$ cat config.mk
export PLATFORM = sky130hd
export DESIGN_NAME = cse_queue
export DESIGN_NICKNAME = d
export VERILOG_FILES = /design/src/hw/rtl/cse_pkg.sv /design/src/hw/rtl/cse_queue.sv
export SDC_FILE = /design/constraint.sdc
export NUM_CORES = 1
export LEC_CHECK = 0
export BUFFER_PORTS_ARGS = -buffer_cell sky130_fd_sc_hd__buf_2
export CAP_MARGIN = 20
export CORE_MARGIN = 8
export CORE_UTILIZATION = 50
export DETAILED_ROUTE_END_ITERATION = 10
export HOLD_SLACK_MARGIN = 0.05
export MAX_ROUTING_LAYER = met4
export PLACE_DENSITY = 0.73
export SLEW_MARGIN = 20
export SYNTH_ARGS = -nofsm -noshare
export SYNTH_HDL_FRONTEND = slang
export SYNTH_SLANG_ARGS = --single-unit
$ cat constraint.sdc
create_clock -name clk -period 2.6 [get_ports clk]
set_input_delay 0.39 -clock clk [delete_from_list [all_inputs] [get_ports clk]]
set_output_delay 0.39 -clock clk [all_outputs]
set_load 0.02 [all_outputs]
$ cat src/hw/rtl/cse_pkg.sv
// ----------------------------------------------------------------------------
// cse_pkg
// Shared types and constants for the CAN signal extract/scale block.
// ----------------------------------------------------------------------------
package cse_pkg;

	localparam int FIELD_MAX_BITS = 32;
	localparam int FRAC_BITS      = 16;
	localparam int QUEUE_DEPTH    = 4;
	localparam int DIV_BITS       = 4;   // quotient bits per divider stage
	localparam int DIV_STAGES     = 64 / DIV_BITS;

	localparam logic [2:0] REG_MATCH_ID   = 3'd0;
	localparam logic [2:0] REG_MATCH_MASK = 3'd1;
	localparam logic [2:0] REG_SUB_INDEX  = 3'd2;
	localparam logic [2:0] REG_FIELD_SPAN = 3'd3;
	localparam logic [2:0] REG_FORMAT     = 3'd4;
	localparam logic [2:0] REG_SCALE_MUL  = 3'd5;
	localparam logic [2:0] REG_SCALE_DIV  = 3'd6;
	localparam logic [2:0] REG_SCALE_OFS  = 3'd7;

	localparam logic [1:0] TYPE_UNSIGNED = 2'd0;
	localparam logic [1:0] TYPE_SIGNED   = 2'd1;
	localparam logic [1:0] TYPE_FLOAT    = 2'd2;
	localparam logic [1:0] TYPE_SIGNMAG  = 2'd3;

	typedef enum logic [1:0] {
		KIND_DROP,  // no match, NaN or infinity times zero: empty result
		KIND_INF,   // float infinity: saturate with sign
		KIND_NUM    // ordinary value
	} kind_t;

	typedef struct packed {
		logic [28:0]        match_id;
		logic [28:0]        match_mask;
		logic signed [8:0]  sub_index;
		logic [11:0]        field_span;
		logic [3:0]         format_mode;
		logic signed [31:0] scale_multiplier;
		logic [15:0]        scale_divider;
		logic signed [31:0] scale_offset;
	} cfg_t;

	typedef struct packed {
		kind_t              kind;
		logic               neg;   // sign of an infinity
		logic signed [32:0] m;
		logic signed [8:0]  e;
	} dec_t;

endpackage

$ cat src/hw/rtl/cse_queue.sv
// ----------------------------------------------------------------------------
// cse_queue
// Short queue of decoded words between front and back.
// ----------------------------------------------------------------------------
module cse_queue import cse_pkg::*; (
	input  logic clk,
	input  logic arst_n,
	input  logic push,
	input  dec_t push_data,
	input  logic pop,
	output logic full,
	output logic empty,
	output dec_t head
);

	localparam int AW = $clog2(QUEUE_DEPTH);

	dec_t          mem_q [QUEUE_DEPTH];
	logic [AW-1:0] wr_q;
	logic [AW-1:0] rd_q;
	logic [AW:0]   cnt_q;

	assign full  = (cnt_q == (AW+1)'(QUEUE_DEPTH));
	assign empty = (cnt_q == '0);
	assign head  = mem_q[rd_q];

	always_ff @(posedge clk) begin
		if (push)
			mem_q[wr_q] <= push_data;
	end

	always_ff @(posedge clk or negedge arst_n) begin
		if (!arst_n) begin
			wr_q  <= '0;
			rd_q  <= '0;
			cnt_q <= '0;
		end else begin
			if (push)
				wr_q <= wr_q + 1'b1;
			if (pop)
				rd_q <= rd_q + 1'b1;
			if (push && !pop)
				cnt_q <= cnt_q + 1'b1;
			else if (!push && pop)
				cnt_q <= cnt_q - 1'b1;
		end
	end

endmodule

## Word level (Yosys, flattened, before mapping)

Memory sizes are Yosys's and may differ from the RTL's.
Index checks and enable logic that the tools add are counted.

| word-level totals | value |
|---|---|
| memories kept | 1 |
| bits in registers | 7 |
| bits in read-only memories | 0 |
| output and inout bits | 47 |
| word-level logic and storage cells | 19 |
| input bits | 49 |
| bits in latches | 0 |
| memory bits (writable) | 180 |

Memory list:

| memory | words | bits a word | read ports | clocked after memory_dff | wr ports | RTL line | RTL |
|---|---|---|---|---|---|---|---|
| mem_q | 4 | 45 | 1 | 0 | 1 | cse_queue.sv:18 | `dec_t mem_q [QUEUE_DEPTH];` |

| cells by class | value |
|---|---|
| multiply operators | 0 |
| add/sub/neg operators | 4 |
| equality and inequality tests | 1 |
| shifts and indexed selects | 0 |
| divide/modulo/power cells | 0 |
| reductions and logical operators | 6 |
| order comparisons | 0 |
| multiplexer cells | 4 |
| bitwise operators | 0 |

Operator list:

| cell | count |
|---|---|
| $mux 3 | 2 |
| $add 2x1->2 const B | 2 |
| $add 3x1->3 const B | 1 |
| $eq 3x3->1 const B | 1 |
| $logic_not 3->1 | 1 |
| $sub 3x1->3 const B | 1 |
| $logic_and 1x1->1 | 2 |
| $logic_not 1->1 | 2 |
| $mux 1 | 2 |
| $reduce_bool 2->1 | 1 |

## Logic depth before layout (Yosys ltp)

| depth | value |
|---|---|
| word-level depth | 4 |
| mapped depth | 7 |
| mapped depth without buffers | 7 |

## Least setup slack after synthesis

OpenSTA, ideal clock, no wires.

| path | value |
|---|---|
| path type | register to register |
| start | register wr_q[0] |
| end | memory mem_q[2][0] (netlist bit), enable pin |
| buffers on the path | 0 |
| stages on the path, launching flop included | 4 |
| data arrival time | 1.696 ns |
| library setup time | 0.407 ns |
| required time | 2.193 ns |
| clock period less this slack | 2.102 ns |
| path slack | 0.498 ns |
| path through | dfrtp_1 > inv_1 > ha_1 > and2_1 |

RTL lines:

| item | RTL line | RTL |
|---|---|---|
| start, declared | cse_queue.sv:19 | `logic [AW-1:0] wr_q;` |
| start signal, assigned | cse_queue.sv:39 | `wr_q <= wr_q + 1'b1;` |
| end, declared | cse_queue.sv:18 |  |

Straight into the memory's write port.

==> run_results.csv <==
group,metric,value,unit
critical_path,crit_type,"register to output port",
timing,slew-limit-headroom,61.3,%
yosys,syn_nets,324,
timing,period_needed,2.36,ns
critical_path,cp-end-kind,"output port",
timing,finalClockSkew,0.00612,ns
drt,wire_per_inst,20.7,um
final_layout,final_common_cell,"edfxtp_1",
yosys,synthAdderAreaFrac,1.20,%
timing,min_period_over_period,90.9,%
power,power_switching_share,30.3,%
final_layout,finalNetCount,439,
final_layout,areaGrowthSynthToFinish,19.6,%
yosys,synth-seq-cells,187,
timing,setup_slack,0.237,ns
clock_tree,htree_levels,4,
die,core,13700,um2
power,p_leak,2.86,nW
final_layout,drive_gt1_share,46.3,%
power,switching_power,0.00293,W
critical_path,arrival,1.97,ns
placed_design,pre_cts_slack,0.496,ns
die,dieArea,17800,um2
clock_tree,cts-root-buf,"clkbuf_16",
die,ioPinCount,96,
drt,ant_nets,0,
final_layout,layout_common_cells,"edfxtp_1, buf_2, mux4_2, clkbuf_16",
yosys,syn_area,6910,um2
clock_tree,cts.clk_slew.worst_paths,0.06,ns
status,status,"complete, no violations",
power,p_int,0.00674,W
yosys,synth.avg_cell_area,25.7,um2
yosys,syn_inst,269,
critical_path,r2r-end,"mem_q[0][8]",
power,total_power,0.00967,W
global_routing,grtUsageTotal,14.5,%
timing,final.setup.tns,0,ns
power,vdd_drop_max,0.000747,V
yosys,synth_compound_area_share,0.0725,%
yosys,synthXorXnorAreaFrac,0.761,%
yosys,yosys.area_share.simple,0.706,%
timing,worst-slew-pin-transition,0.580,ns
power,pwr-share-comb,30.3,%
final_layout,fin_cells,579,
clock_tree,clock_latency,0.42,ns
global_routing,grt_pass1_wl,18500,um
yosys,synth_cell_types,20,
placed_design,port_buffers,95,
worst_hold_path,min_path_type,"input pin to register",
clock_tree,post_cts_resized,0,
drt,drt_iter0_drc,184,
die,die_w,134,um
global_routing,grt_pass1_vias,3398,
critical_path,path_max_fanout,12,
global_routing,grt-ovfl-total,0,
die,dieHeight,134,um
job,maxCapViolCount,0,
critical_path,reg2reg_slack,0.88,ns
power,pwr-share-clk,26.0,%
clock_tree,cts.sinks,187,
drt,firstDrtPassIters,4,
drt,viasPerCell,5.26,
power,seq_power_share,43.7,%
timing,drv_slew,0,
timing,hold_viol,0,
critical_path,r2r_start,"wr_q[0]",
die,initial_utilization,50.5,%
placed_design,dp_hpwl,7460,um
clock_tree,cts_buffer_depth,2,
placed_design,place_inst,543,
drt,post-route-drc-count,0,
critical_path,r2r_cells,4,
drt,wl,12000,um
yosys,yosysWarnings,0,
global_routing,grt_max_degree,46,
final_layout,stdcell_area,8260,um2
yosys,synth_mux_area_share,14.8,%
timing,rsz0062_at_grt,"false",
clock_tree,cts_buffers,17,
yosys,synth_top_family_by_area,"multiplexers",
critical_path,crit_start,"rd_q[0]",
critical_path,worstSetupStartpointType,"register",
drt,via_count,3048,
placed_design,gp_congestion,0.726,
final_layout,nFillCells,988,
power,power.density,1170,nW/um2
critical_path,cp.required,2.21,ns
placed_design,dpl_cell_area,7650,um2
critical_path,crit_end,"head[14]",
timing,setup_viol,0,
global_routing,grt_antenna_before_repair,2,
timing,max_freq,423,MHz
clock_tree,cts_tree,"yes",
die,row_count,43,
yosys,synth_sequential_area_ratio,80.8,%
## critical path: stages, from the launching register on
cell,delay (ns)
dfrtp_4,0.59
buf_4,0.27
mux4_2,0.52
buf_2,0.17
## flip-flops by register name (all words and copies together), names as in the netlist
register	flops
mem_q	180
rd_q	2
cnt_q	3
wr_q	2
## layout make-up
type,count,area (um2),area share (%)
antenna,2,5.00,0.0606
timing repair buffer,106,631,7.63
tap,180,225,2.73
sequential,187,5590,67.6
clock buffer,18,429,5.20
clock inverter,14,151,1.83
inverter,4,15.0,0.182
multi-input combinational,68,1220,14.8
## synth_stat cells (all sizes together)
master,count,area share [%]
mux4,45,15
ha,5,0.91
fa,1,0.29
nor2,1,0.054
dfrtp,7,2.5
xnor2,2,0.25
o21ai,1,0.072
edfxtp,180,78
nand2,2,0.11
xor2,4,0.51
buf,10,1.4
and2,4,0.36
nor3b,1,0.11
nor3,1,0.072
mux2,1,0.16
inv,4,0.22
## logic make-up after synthesis
family,count (synthesis)
compound gates,1
xor+xnor,6
fa+ha+maj,6
buf+inv,14
flops,187
mux,46
simple gates,9
## metrics by stage
step           util (%)  hold slack [ns]
2_1_floorplan         -           0.0944
3_3_place_gp       56.0            0.232
3_5_place_dp       56.0            0.236
4_1_cts            60.3            0.157
5_1_grt            60.4            0.165
6_report           60.4            0.185
## per-layer routing
metal | track usage, % | wire [um] | vias to the layer above
met1 | 16.1 | 4830 | 1594
met2 | 23.5 | 6370 | 73
met5 | - | 0 | -
met3 | 4.18 | 583 | 15
li1 | - | - | 1366
met4 | 7.24 | 214 | 0
## how the worst min path moves through the flow
stage	cells past startpoint	slack [ns]	start	to
6_report	1	0.18	push_data[16]	mem_q[3][16]
5_1_grt	1	0.17	push_data[26]	mem_q[1][26]
4_1_cts	1	0.16	push_data[43]	mem_q[0][43]
3_5_place_dp	1	0.24	arst_n	cnt_q[0]
3_3_place_gp	1	0.23	arst_n	cnt_q[2]
2_1_floorplan	0	0.09	arst_n	cnt_q[0]
## repair_timing
item	4_1_cts	5_1_grt
endpoints found under the setup margin	0	8
hold buffers	1	0
setup buffers	0	1
hold endpoints to repair	7	0
## power groups by stage
stage | registers, W | logic, W | clock network (W)
final | 0.00423 | 0.00293 | 0.00251
after global routing | 0.00430 | 0.00316 | 0.00266
after CTS | 0.00429 | 0.00295 | 0.00257
after detailed placement | 0.00435 | 0.00295 | 0
after global placement | 0.00432 | 0.00292 | 0
after floorplan | 0.00413 | 0.00220 | 0
(Power assumes the default switching activity.)
