==> config.mk <==
export PLATFORM = sky130hd
export DESIGN_NAME = cse_front
export DESIGN_NICKNAME = d
export VERILOG_FILES = /design/src/hw/rtl/cse_pkg.sv /design/src/hw/rtl/cse_front.sv
export SDC_FILE = /design/constraint.sdc
export NUM_CORES = 1
export LEC_CHECK = 0
export ABC_AREA = 1
export BUFFER_PORTS_ARGS = -buffer_cell sky130_fd_sc_hd__buf_2
export CORE_ASPECT_RATIO = 1.75
export CORE_UTILIZATION = 25
export DETAILED_ROUTE_END_ITERATION = 16
export SYNTH_ARGS = -nofsm -noshare
export SYNTH_HDL_FRONTEND = slang
export SYNTH_SLANG_ARGS = --single-unit
export TNS_END_PERCENT = 10
==> constraint.sdc <==
create_clock -name vclk -period 11.21
set_clock_uncertainty 0.15 [all_clocks]
set_input_delay 1.121 -clock vclk [all_inputs]
set_output_delay 1.121 -clock vclk [all_outputs]
set_load 0.1 [all_outputs]
==> src/hw/rtl/cse_pkg.sv <==
// ----------------------------------------------------------------------------
// cse_pkg
// Shared types and constants for the CAN signal extract/scale block.
// ----------------------------------------------------------------------------
package cse_pkg;

	localparam int FIELD_MAX_BITS = 32;
	localparam int FRAC_BITS      = 16;
	localparam int QUEUE_DEPTH    = 4;
	localparam int DIV_BITS       = 4;   // quotient bits per divider stage
	localparam int DIV_STAGES     = 64 / DIV_BITS;

	localparam logic [2:0] REG_MATCH_ID   = 3'd0;
	localparam logic [2:0] REG_MATCH_MASK = 3'd1;
	localparam logic [2:0] REG_SUB_INDEX  = 3'd2;
	localparam logic [2:0] REG_FIELD_SPAN = 3'd3;
	localparam logic [2:0] REG_FORMAT     = 3'd4;
	localparam logic [2:0] REG_SCALE_MUL  = 3'd5;
	localparam logic [2:0] REG_SCALE_DIV  = 3'd6;
	localparam logic [2:0] REG_SCALE_OFS  = 3'd7;

	localparam logic [1:0] TYPE_UNSIGNED = 2'd0;
	localparam logic [1:0] TYPE_SIGNED   = 2'd1;
	localparam logic [1:0] TYPE_FLOAT    = 2'd2;
	localparam logic [1:0] TYPE_SIGNMAG  = 2'd3;

	typedef enum logic [1:0] {
		KIND_DROP,  // no match, NaN or infinity times zero: empty result
		KIND_INF,   // float infinity: saturate with sign
		KIND_NUM    // ordinary value
	} kind_t;

	typedef struct packed {
		logic [28:0]        match_id;
		logic [28:0]        match_mask;
		logic signed [8:0]  sub_index;
		logic [11:0]        field_span;
		logic [3:0]         format_mode;
		logic signed [31:0] scale_multiplier;
		logic [15:0]        scale_divider;
		logic signed [31:0] scale_offset;
	} cfg_t;

	typedef struct packed {
		kind_t              kind;
		logic               neg;   // sign of an infinity
		logic signed [32:0] m;
		logic signed [8:0]  e;
	} dec_t;

endpackage

==> src/hw/rtl/cse_front.sv <==
// ----------------------------------------------------------------------------
// cse_front
// Match, field extraction, byte order and type decode of one frame.
// ----------------------------------------------------------------------------
module cse_front import cse_pkg::*; (
	input  cfg_t        cfg,
	input  logic [28:0] frame_id,
	input  logic [63:0] payload,
	output dec_t        dec
);

	logic        hit;
	logic [28:0] id_m;
	logic [8:0]  off;
	logic [8:0]  len_raw;
	logic [5:0]  len;
	logic [63:0] sh;
	logic [31:0] raw;
	logic [31:0] fld;
	logic [2:0]  nb;
	logic [1:0]  ftype;
	logic [7:0]  ex;
	logic [22:0] fr;
	logic [31:0] sgn;
	logic [32:0] mag;

	always_comb begin
		id_m = (cfg.match_mask != '0) ? (frame_id & cfg.match_mask) : frame_id;
		hit  = (cfg.match_id == '0) ||
			((id_m == cfg.match_id) &&
			 (cfg.sub_index[8] || (cfg.sub_index[7:0] == payload[63:56])));

		off     = {3'd0, cfg.field_span[5:0]};
		len_raw = {3'd0, cfg.field_span[11:6]};
		if (!cfg.format_mode[0]) begin
			off     = off << 3;
			len_raw = len_raw << 3;
		end
		len = (len_raw > 9'(FIELD_MAX_BITS)) ? 6'(FIELD_MAX_BITS) : len_raw[5:0];

		sh  = payload << off[5:0];
		raw = '0;
		if (off < 9'd64 && len != '0)
			raw = sh[63:32] >> (6'd32 - len);

		// little endian: reverse the low ceil(len/8) bytes
		nb  = 3'((len + 6'd7) >> 3);
		fld = raw;
		if (!cfg.format_mode[1]) begin
			case (nb)
				3'd2:    fld = {16'd0, raw[7:0], raw[15:8]};
				3'd3:    fld = {8'd0, raw[7:0], raw[15:8], raw[23:16]};
				3'd4:    fld = {raw[7:0], raw[15:8], raw[23:16], raw[31:24]};
				default: fld = raw;
			endcase
		end

		ftype = cfg.format_mode[3:2];
		ex    = fld[30:23];
		fr    = fld[22:0];
		sgn   = (len == '0) ? 32'd0 : (32'd1 << (len - 6'd1));

		dec.kind = hit ? KIND_NUM : KIND_DROP;
		dec.neg  = 1'b0;
		dec.m    = '0;
		dec.e    = '0;
		mag      = '0;
		unique case (ftype)
			TYPE_UNSIGNED: dec.m = {1'b0, fld};
			TYPE_SIGNED: begin
				if (len <= 6'd8)
					dec.m = 33'(signed'(fld[7:0]));
				else if (len <= 6'd16)
					dec.m = 33'(signed'(fld[15:0]));
				else
					dec.m = 33'(signed'(fld));
			end
			TYPE_FLOAT: begin
				if (ex == 8'hFF) begin
					dec.neg = fld[31] ^ cfg.scale_multiplier[31];
					if (fr != '0 || cfg.scale_multiplier == '0)
						dec.kind = KIND_DROP;
					else if (hit)
						dec.kind = KIND_INF;
				end else if (ex == 8'd0) begin
					mag   = {10'd0, fr};
					dec.e = -9'sd149;
				end else begin
					mag   = {9'd0, 1'b1, fr};
					dec.e = 9'(signed'({1'b0, ex}) - 10'sd150);
				end
				dec.m = fld[31] ? -mag : mag;
			end
			TYPE_SIGNMAG: begin
				if (len != '0) begin
					if (fld < sgn)
						dec.m = {1'b0, fld};
					else
						dec.m = -{1'b0, fld & (sgn - 32'd1)};
				end
			end
			default: dec.m = '0;
		endcase
	end

endmodule

Word level (Yosys, flattened, before mapping)
Cells that the tools add are included.
{"block": "classes", "n_addsub": 7, "n_lt_le_gt_ge": 5, "muxes": 25, "n_reduce_logical": 13, "bitwise_logic": 3, "eq_ne": 9, "shift": 3}
{"operator": "33-bit two-way mux", "n": 7}
{"operator": "33-bit case mux with 4 select lines", "n": 1}
{"operator": "32-bit two-way mux", "n": 3}
{"operator": "32-bit case mux with 3 select lines", "n": 1}
{"operator": "64-bit by 6-bit << shifter with 64-bit output", "n": 1}
{"operator": "9-bit two-way mux", "n": 5}
{"operator": "32-bit negation with 33-bit output", "n": 1}
{"operator": "33-bit negation", "n": 1}
{"operator": "32-bit AND", "n": 1}
{"operator": "32-bit zero test", "n": 1}
{"operator": "32-bit < comparator", "n": 1}
{"operator": "1-bit by 6-bit << shifter with 32-bit output (first input constant)", "n": 1}
{"operator": "32-bit by 6-bit >> shifter with 32-bit output", "n": 1}
{"operator": "32-bit by 1-bit subtractor with 32-bit output (second input constant)", "n": 1}
{"operator": "29-bit AND", "n": 1}
{"operator": "29-bit == test", "n": 1}
{"operator": "29-bit zero test", "n": 1}
{"operator": "29-bit two-way mux", "n": 1}
{"operator": "29-bit nonzero test", "n": 1}
{"operator": "24-bit two-way mux", "n": 1}
{"operator": "23-bit nonzero test", "n": 1}
{"operator": "9-bit by 6-bit > comparator with 1-bit output (second input constant)", "n": 1}
{"operator": "9-bit by 7-bit < comparator with 1-bit output (second input constant)", "n": 1}
{"operator": "8-bit by 8-bit subtractor with 9-bit output (second input constant)", "n": 1}
{"operator": "other kinds (21)", "n": 29}
{"block": "totals", "out_inout_bits": 45, "wordCells": 65, "regBits": 0}

Longest topological paths before layout
Gate-level depths: netlist of the first run.
{"block": "logic_depth", "ltp_word": 15, "depth_mapped": 38, "mapped_depth_nobuf": 36}

Worst setup path after synthesis of the first run
Ideal clock, no wire load.
{"block": "synth_path", "path_type": "input-to-output", "startpoint": "input port cfg[92] (netlist bit)", "endpoint": "output port dec[36] (netlist bit)", "path_stages": 35, "setup_slack_ns": 3.004, "t_arrival_ns": 6.935, "n_path_buf": 4, "required_time_ns": 9.939, "path_cell_list": "nand2_1 inv_2 nor4_2 nand2_2 nand2_8 nand2_4 clkbuf_1 ha_1 nand2_4 nand2_2 nand2_2 o21ai_4 inv_2 nand2_2 a21oi_4 inv_2 buf_6 buf_2 a21oi_1 nand2_1 nand2_1 inv_1 ha_1 a21oi_1 o21ai_0 nand3_1 nand2_1 nand2_1 a21oi_1 a211oi_1 nand2_1 buf_2 nand2_1 nand3_1 a21oi_1"}
{"element": "start, declared", "line_no": "cse_front.sv:6", "rtl": "input cfg_t cfg,"}
{"element": "end, declared", "line_no": "cse_front.sv:9", "rtl": "output dec_t dec"}

==> results of run 1 <==
## final timing paths
| kind | cells past startpoint | slack (ns) | startpoint | end |
|---|---|---|---|---|
| setup / recovery | 30 | 1.08 | cfg[80] | dec[16] |
| hold / removal | 4 | 2.63 | cfg[79] | dec[42] |
## cell usage after synthesis, types with 14 or more instances
library cell / instances / area [um2]
nand3_2: 17 / 170
nor3_1: 20 / 100
xor2_1: 31 / 272
nor2_1: 180 / 676
buf_6: 16 / 180
nand2_2: 31 / 194
nor4_1: 22 / 138
nand4_1: 74 / 463
nand2_1: 819 / 3070
a21oi_1: 57 / 285
buf_4: 17 / 128
inv_1: 175 / 657
o21ai_0: 76 / 380
o21ai_1: 23 / 115
ha_1: 41 / 513
xnor2_1: 21 / 184
nor2_2: 28 / 175
buf_1: 14 / 52.6
nand3_1: 910 / 4550
buf_2: 73 / 365
clkbuf_1: 37 / 139
inv_2: 34 / 128
## layout by cell type, fill, tap and decap left out, types with 3 or more instances in the layout
master,synthesis,final
nor3_1,20,20
nor2_1,180,179
ha_1,41,41
inv_2,34,34
o21a_1,7,7
nor2_2,28,29
nand3_1,910,910
nand3b_1,8,8
or2_2,6,6
a21oi_1,57,57
xor2_1,31,31
nand2_4,8,8
buf_4,17,32
xnor2_1,21,21
inv_1,175,175
o21ai_1,23,20
a21oi_2,3,3
buf_12,1,33
nand4_1,74,74
nand3_2,17,17
nand2_1,819,818
nor4_1,22,22
nor2_4,5,5
o21ai_4,1,3
diode_2,0,3
o2111ai_1,4,4
o21ai_2,7,8
o21ai_0,76,76
a31oi_1,3,3
nand2_2,31,32
and3_1,3,3
clkinv_1,3,3
nand3_4,5,5
a211oi_1,4,3
o22ai_1,4,4
buf_2,73,221
## cell type report
type,instances,area (um2)
well taps,696,871
diodes,3,7.51
fillers,6484,39200
repair buffers,286,2010
multi-input cells,2446,12300
inverters,212,796
## kinds of logic (layout without fill, tap and decap cells)
group | count (synthesis) | count (layout)
buffers and inverters | 371 | 498
AND/OR/NAND/NOR | 2144 | 2144
adder cells (fa/ha/maj) | 41 | 41
AO/OA/AOI/OAI | 206 | 206
XOR/XNOR | 55 | 55
other | 0 | 3
## critical path, delay by kind of cell
family	cells	cell delay [ns]
AOI/OAI and AO/OA	1	0.36
adders and majority gates	2	0.81
buffers and inverters	8	2.36
and+or+nand+nor	19	4.16
## metal layers
metal  vias to the layer above  routed length, um  GRT usage, %
met4                         0               4710          14.4
met3                       214               3510          1.19
met1                      8961              23700          23.7
met2                       993              32600          41.2
met5                         -                  0             0
li1                       9824                  -             -
## power breakdown
part | internal [mW] | leakage (nW) | switching [mW]
sequential | 0 | 0 | 0
combinational | 0.612 | 8.18 | 1.44
clock | 0.0000000358 | 0.0000190 | 0
## per-stage QoR
step | cell area [um2] | worst slack [ns] | std cells | power [mW] | hold WS, ns
after global routing | 16000 | 0.462 | 3642 | 2.22 | 2.69
after CTS | 16000 | 1.12 | 3640 | 2.02 | 2.63
after global placement | 16000 | 1.23 | 3640 | 2.01 | 2.63
after floorplan | 14000 | 3.00 | 2817 | 1.43 | 2.54
after detailed placement | 16000 | 1.12 | 3640 | 2.02 | 2.63
final | 16000 | 1.08 | 3643 | 2.05 | 2.63
==> metrics, run 1 <==
status complete, no violations; Worst Max-Slew Pin Slew 1.17 ns; Initial Util 25.3%; Netlist Area Pre-Place 14000 um2; RSZ-0062 raised after global routing false; most frequent CP cell nand2_1; Final TNS setup 0 ns; xor and xnor area share after synthesis 3.69%; Layout clock buffers 0; Critical Path RT 9.94 ns; Reg area 0 um2; Core Box Area 55200 um2; drt drc 0; largest family of logic cells by synthesized area simple AND/OR/NAND/NOR gates; Power Density 128 nW/um2; endpoint type of the worst setup path output pin; first-pass GRT wire length 101000 um; P_leak 8.18 nW; final setup violation count 0; die height 315 um; initial drt markers 1745; fmax 0.0987 GHz; Yosys Warn Count 0; postcts setup bufs 0; register area share after synthesis 0%; maximum VDD drop 0.0987 mV; Area Overhead vs Synth 14.5%; Post-CTS Hold Buffers 0; gpl congestion 1.01; total nets after synthesis 3114; share of cells above drive strength 1 15.2%; slowest stage delay, CP 0.79 ns; fin. max-slew vios 0; grt ovf 0; syn avg cell area 4.95 um2; DRT antenna net count 0; PortBufs 253; Final Critical Period 10.13 ns; routed vias 19992; Hold Crit Class in2out; die area 56800 um2; hpwl dp 52700 um; vias per cell 5.49; initial antenna violation count 3; Seq Cell Count 0; Yosys cell types 59; Crit path arrival time 8.86 ns; I/O Pins 301; DR pass1 iterations 7; Synth Area in Simple Gates 71.5%; Max Cap Viol 0; Finished Core Util 29.0%; Syn Inst Count 2817; WL per Instance 17.7 um; Die X-Extent 181 um; Synth Area in Adders 3.68%; multiplexer share of the synthesized area 0%; CP max stage cell inv_1; largest net degree at the start of global routing 68; Max-slew headroom 22.3%; final hold vios 0; post-cts resize count 0; fin crit share 90.4%; GRT Total Usage 22.0%; DRT Wirelength 64500 um; FP Rows 114; critical path type in2out; Final nets 3243; vias in the first global route 18766; crit-path max FO 38; CP Launch Type input port; Synth Area in Compound Gates 8.94%
(Power assumes the default switching activity.)
==> run 2, diff against run 1 <==
--- a/config.mk
+++ b/config.mk
@@ -7,9 +7,12 @@
 export LEC_CHECK = 0
 export ABC_AREA = 1
 export BUFFER_PORTS_ARGS = -buffer_cell sky130_fd_sc_hd__buf_2
+export CELL_PAD_IN_SITES_DETAIL_PLACEMENT = 0
+export CELL_PAD_IN_SITES_GLOBAL_PLACEMENT = 1
 export CORE_ASPECT_RATIO = 1.75
 export CORE_UTILIZATION = 25
 export DETAILED_ROUTE_END_ITERATION = 16
+export PLACE_DENSITY_LB_ADDON = 0.1
 export SYNTH_ARGS = -nofsm -noshare
 export SYNTH_HDL_FRONTEND = slang
 export SYNTH_SLANG_ARGS = --single-unit
==> run 2 against run 1 <==
Final cell count hardly changed. Cell area is 0.14% lower. Non-clock buffer count is 1 lower. Flip-flop and latch count stayed put. Maximum frequency is 3.8% higher. Worst hold slack better by 0.0043 ns. Routed wire length is 21% higher. Worst setup slack better by 0.37 ns. Core utilization hardly changed. Combinational power is 5% higher. Total power is 5.0% higher. Die area stayed put. Critical path type unchanged. Largest power group unchanged.
==> metrics, run 2 (synthesized netlist as in run 1, its figures left out) <==
Final TNS setup 0 ns; GRT met3 Usage 0.764%; share of cells above drive strength 1 15.2%; Initial Util 25.3%; final hold vios 0; met1 Track Usage GR 26.4%; largest net degree at the start of global routing 74; endpoint type of the worst setup path output pin; routed vias 19952; fin. max-slew vios 0; FP Rows 114; initial antenna violation count 2; vias per cell 5.48; post-placement cell area 16000 um2; GR Util met2 52.9%; Hold Crit Class in2out; vias in the first global route 19392; DR pass1 iterations 6; Seq Cell Count 0; fmax 0.102 GHz; post-cts resize count 0; CP max stage cell inv_1; DRT Wirelength 78100 um; Core Box Area 55200 um2; Post-CTS Hold Buffers 0; DRT antenna net count 0; die height 315 um; drt drc 0; I/O Pins 301; Fillers 6518; PortBufs 253; Final nets 3242; Die X-Extent 181 um; design area 16000 um2; Worst Max-Slew Pin Slew 1.22 ns; hpwl dp 65300 um; WL per Instance 21.4 um; Final Critical Period 9.76 ns; gr busiest metal met2; critical path type in2out; Crit path buffers/inverters 7; Power Density 135 nW/um2; Area Overhead vs Synth 14.4%; die area 56800 um2; first-pass GRT wire length 117000 um; Worst path top cell family by delay simple AND/OR/NAND/NOR gates; Crit path arrival time 8.49 ns; grt ovf 0; Reg area 0 um2; GRT Total Usage 26.7%; maximum VDD drop 0.0989 mV; Layout clock buffers 0; RSZ-0062 raised after global routing false; crit-path max FO 35; final setup violation count 0; initial drt markers 1417; CP Launch Type input port; commonest cells after routing, fill and taps aside nand3_1 (910), nand2_1 (818), buf_2 (221), nor2_1 (179), inv_1 (175); status complete, no violations; gpl congestion 0.971; slowest stage delay, CP 0.78 ns; P_leak 8.17 nW; fin crit share 87.1%; Critical Path RT 9.94 ns; Max-slew headroom 18.3%; postcts setup bufs 0; most common cell after layout, fill and taps aside nand3_1; most frequent CP cell nand2_1; Max Cap Viol 0
[run 2: cell count changes in the layout (fill, tap and decap cells not counted)]
| cell | before | now |
|---|---|---|
| o21ai_0 | 76 | 75 |
| diode_2 | 3 | 2 |
| buf_12 | 33 | 32 |
| o21ai_1 | 20 | 21 |
[run 2: final cells by class]
type / instances / area, um2 / area share (%)
antenna: 2 / 5.00 / 0.0314
inverter: 212 / 796 / 4.99
multi-input combinational: 2446 / 12300 / 77.1
tap: 696 / 871 / 5.46
timing repair buffer: 285 / 1990 / 12.5
[run 2: final timing paths]
path                start       to  slack [ns]  cells after the start
hold / removal    cfg[79]  dec[42]        2.63                      4
setup / recovery  cfg[80]  dec[26]        1.45                     32
[run 2: where the power goes]
part	leakage, nW	switching (mW)	internal (mW)	total (mW)
Clock	0.0000127	0	0.0000000239	0.0000000239
Sequential	0	0	0	0
Combinational	8.17	1.54	0.611	2.16
[run 2: through the flow]
step	setup WS [ns]	hold slack (ns)	power, mW	std cells	util, %
CTS	1.54	2.65	2.14	3639	28.9
global route	1.06	2.66	2.31	3641	28.9
detailed placement	1.58	2.65	2.14	3639	28.9
global placement	1.58	2.64	2.13	3639	28.9
floorplan	3.00	2.54	1.43	2817	-
finish	1.45	2.63	2.16	3641	28.9
[run 2: layer usage]
metal / part of all wire [%] / vias up
met1: 35 / 9250
met5: 0 / -
li1: - / 9829
met3: 2.8 / 197
met4: 8.5 / 0
met2: 54 / 676
==> run 3, diff against run 2 <==
--- a/config.mk
+++ b/config.mk
@@ -5,7 +5,7 @@
 export SDC_FILE = /design/constraint.sdc
 export NUM_CORES = 1
 export LEC_CHECK = 0
-export ABC_AREA = 1
+export ABC_AREA = 0
 export BUFFER_PORTS_ARGS = -buffer_cell sky130_fd_sc_hd__buf_2
 export CELL_PAD_IN_SITES_DETAIL_PLACEMENT = 0
 export CELL_PAD_IN_SITES_GLOBAL_PLACEMENT = 1
==> run 3 against run 2 <==
Die area is 5.6% higher. Largest cell class unchanged. The flow now finishes with violations (capacitance limit, slew limit). Critical path type unchanged. Global-route usage is 15 points higher. Sequential share of layout area stayed put. Critical endpoint is now dec[28].
==> metrics, run 3 <==
status finished, violations left; violated checks capacitance limit, slew limit; register area share after synthesis 0%; Reg area 0 um2; Hold Crit Start cfg[79]; Synth area leader nor2_1; Layout clock buffers 0; die area 60000 um2; routed vias 22603; Hold Crit Class in2out; Core Box Area 58300 um2; critical path type in2out; grt ovf 0; post-placement cell area 18600 um2; Area contributors post-synth nor2_1 (6.1%), nand2_1 (5.6%), o21ai_0 (5.3%), a21oi_1 (4.8%), mux2i_1 (4.1%); GRT Total Usage 42.2%; most instantiated cells after synthesis nor2_1 (238), nand2_1 (219), o21ai_0 (155); Die X-Extent 186 um; PortBufs 253; gr busiest metal met2; die height 323 um; fin crit share 98.5%; post-route insts no fill 3382; gpl congestion 1.09; RSZ-0062 raised after global routing false; met1 Track Usage GR 34.2%; DRT Wirelength 125000 um; design area 18700 um2; initial antenna violation count 11; Area Overhead vs Synth 27.0%; Yosys cell types 126; Max-slew headroom -8.57%; Crit path arrival time 9.78 ns; count leader, synth nor2_1; DR pass1 iterations 6; WHS Path Cells 4; share of cells above drive strength 1 25.1%; drt drc 0; syn avg cell area 6.55 um2; final setup margin 0.164 ns; DRT antenna net count 0; endpoint type of the worst setup path output pin; Final nets 2904; fmax 0.0905 GHz; fin. max-slew vios 4; Final Critical Period 11.05 ns; total nets after synthesis 2549; CP max stage cell o21ai_0; Yosys Warn Count 0; Seq Cell Count 0; worst slack, placed 0.0432 ns; Syn Inst Count 2252; Critical Path RT 9.94 ns; Worst Hold End dec[42]; most frequent CP cell buf_4; vias in the first global route 22571; CP Launch Type input port; largest net degree at the start of global routing 71; most common cell after layout, fill and taps aside buf_4; crit-path max FO 35; WL per Instance 37.1 um; commonest cells after routing, fill and taps aside buf_4 (251), nor2_1 (232), nand2_1 (219), buf_2 (219), o21ai_0 (153); Finished Core Util 32.1%; Synth top area share 6.06%; first-pass GRT wire length 178000 um; GRT met3 Usage 15.4%; placed cells 3373; GR Util met2 73.5%; Netlist Area Pre-Place 14700 um2; initial drt markers 1987; Fillers 6644; Post-CTS Hold Buffers 0; final hold vios 0; I/O Pins 301; hpwl dp 100000 um; slowest stage delay, CP 0.92 ns; Max Cap Viol 2; Initial Util 25.3%; Worst Max-Slew Pin Slew 1.63 ns; final setup violation count 0; vias per cell 6.68; FP Rows 117
## run 3: cell types whose count changed in the layout (fill, tap and decap cells not counted), sizes merged, moves of 67 or more
cell   delta
a21oi    +83
buf     +225
o21ai    +67
nand2   -639
o22ai    +79
inv     -177
nand3   -843
## run 3: cell families after synthesis
kind of cell             count (synthesis)  share of synthesized area (%)
adder cells (fa/ha/maj)                 41                           3.48
AO/OA/AOI/OAI                          933                           46.4
multiplexers                            87                           6.57
buffers and inverters                  191                           6.88
XOR/XNOR                                82                           4.87
AND/OR/NAND/NOR                        918                           31.8
## run 3: worst max-delay path by stage
stage / startpoint / to / slack, ns / depth (start not counted)
finish: cfg[80] / dec[28] / 0.16 / 33
global route: cfg[84] / dec[28] / 0.04 / 32
global placement: cfg[85] / dec[29] / -0.009 / 29
detailed placement: cfg[85] / dec[29] / 0.04 / 29
CTS: cfg[85] / dec[29] / 0.01 / 29
floorplan: cfg[80] / dec[25] / 0.06 / 38
## run 3: worst max-delay path, delay by kind of cell
kind,cells,cell delay [ns]
muxes,1,0.15
adders and majority gates,1,0.29
AOI/OAI and AO/OA,12,3.99
and+or+nand+nor,10,1.88
buffers and inverters,9,2.29
## run 3: layout make-up
cell class,count,area (um2),share of cell area [%]
tap,773,967,5.17
inverter,34,128,0.682
timing repair buffer,510,3770,20.1
multi-input combinational,2061,13800,73.9
antenna,4,10.0,0.0535
## run 3: metal layers
layer,share of wire [%],wire length (um)
met1,28,34700
met2,50,62100
met3,8.4,10500
met4,14,18000
met5,0.057,71
## run 3: stage by stage
step | hold WS [ns] | TNS (ns)
after floorplan | 2.53 | 0
after global placement | 2.63 | -0.00910
after detailed placement | 2.62 | 0
after CTS | 2.62 | 0
after global routing | 2.66 | 0
final | 2.62 | 0
## run 3: repair_timing
action | in CTS | in global routing
endpoints found under the setup margin | 0 | 32
gates resized for setup | 0 | 14
buffers inserted | 0 | 2
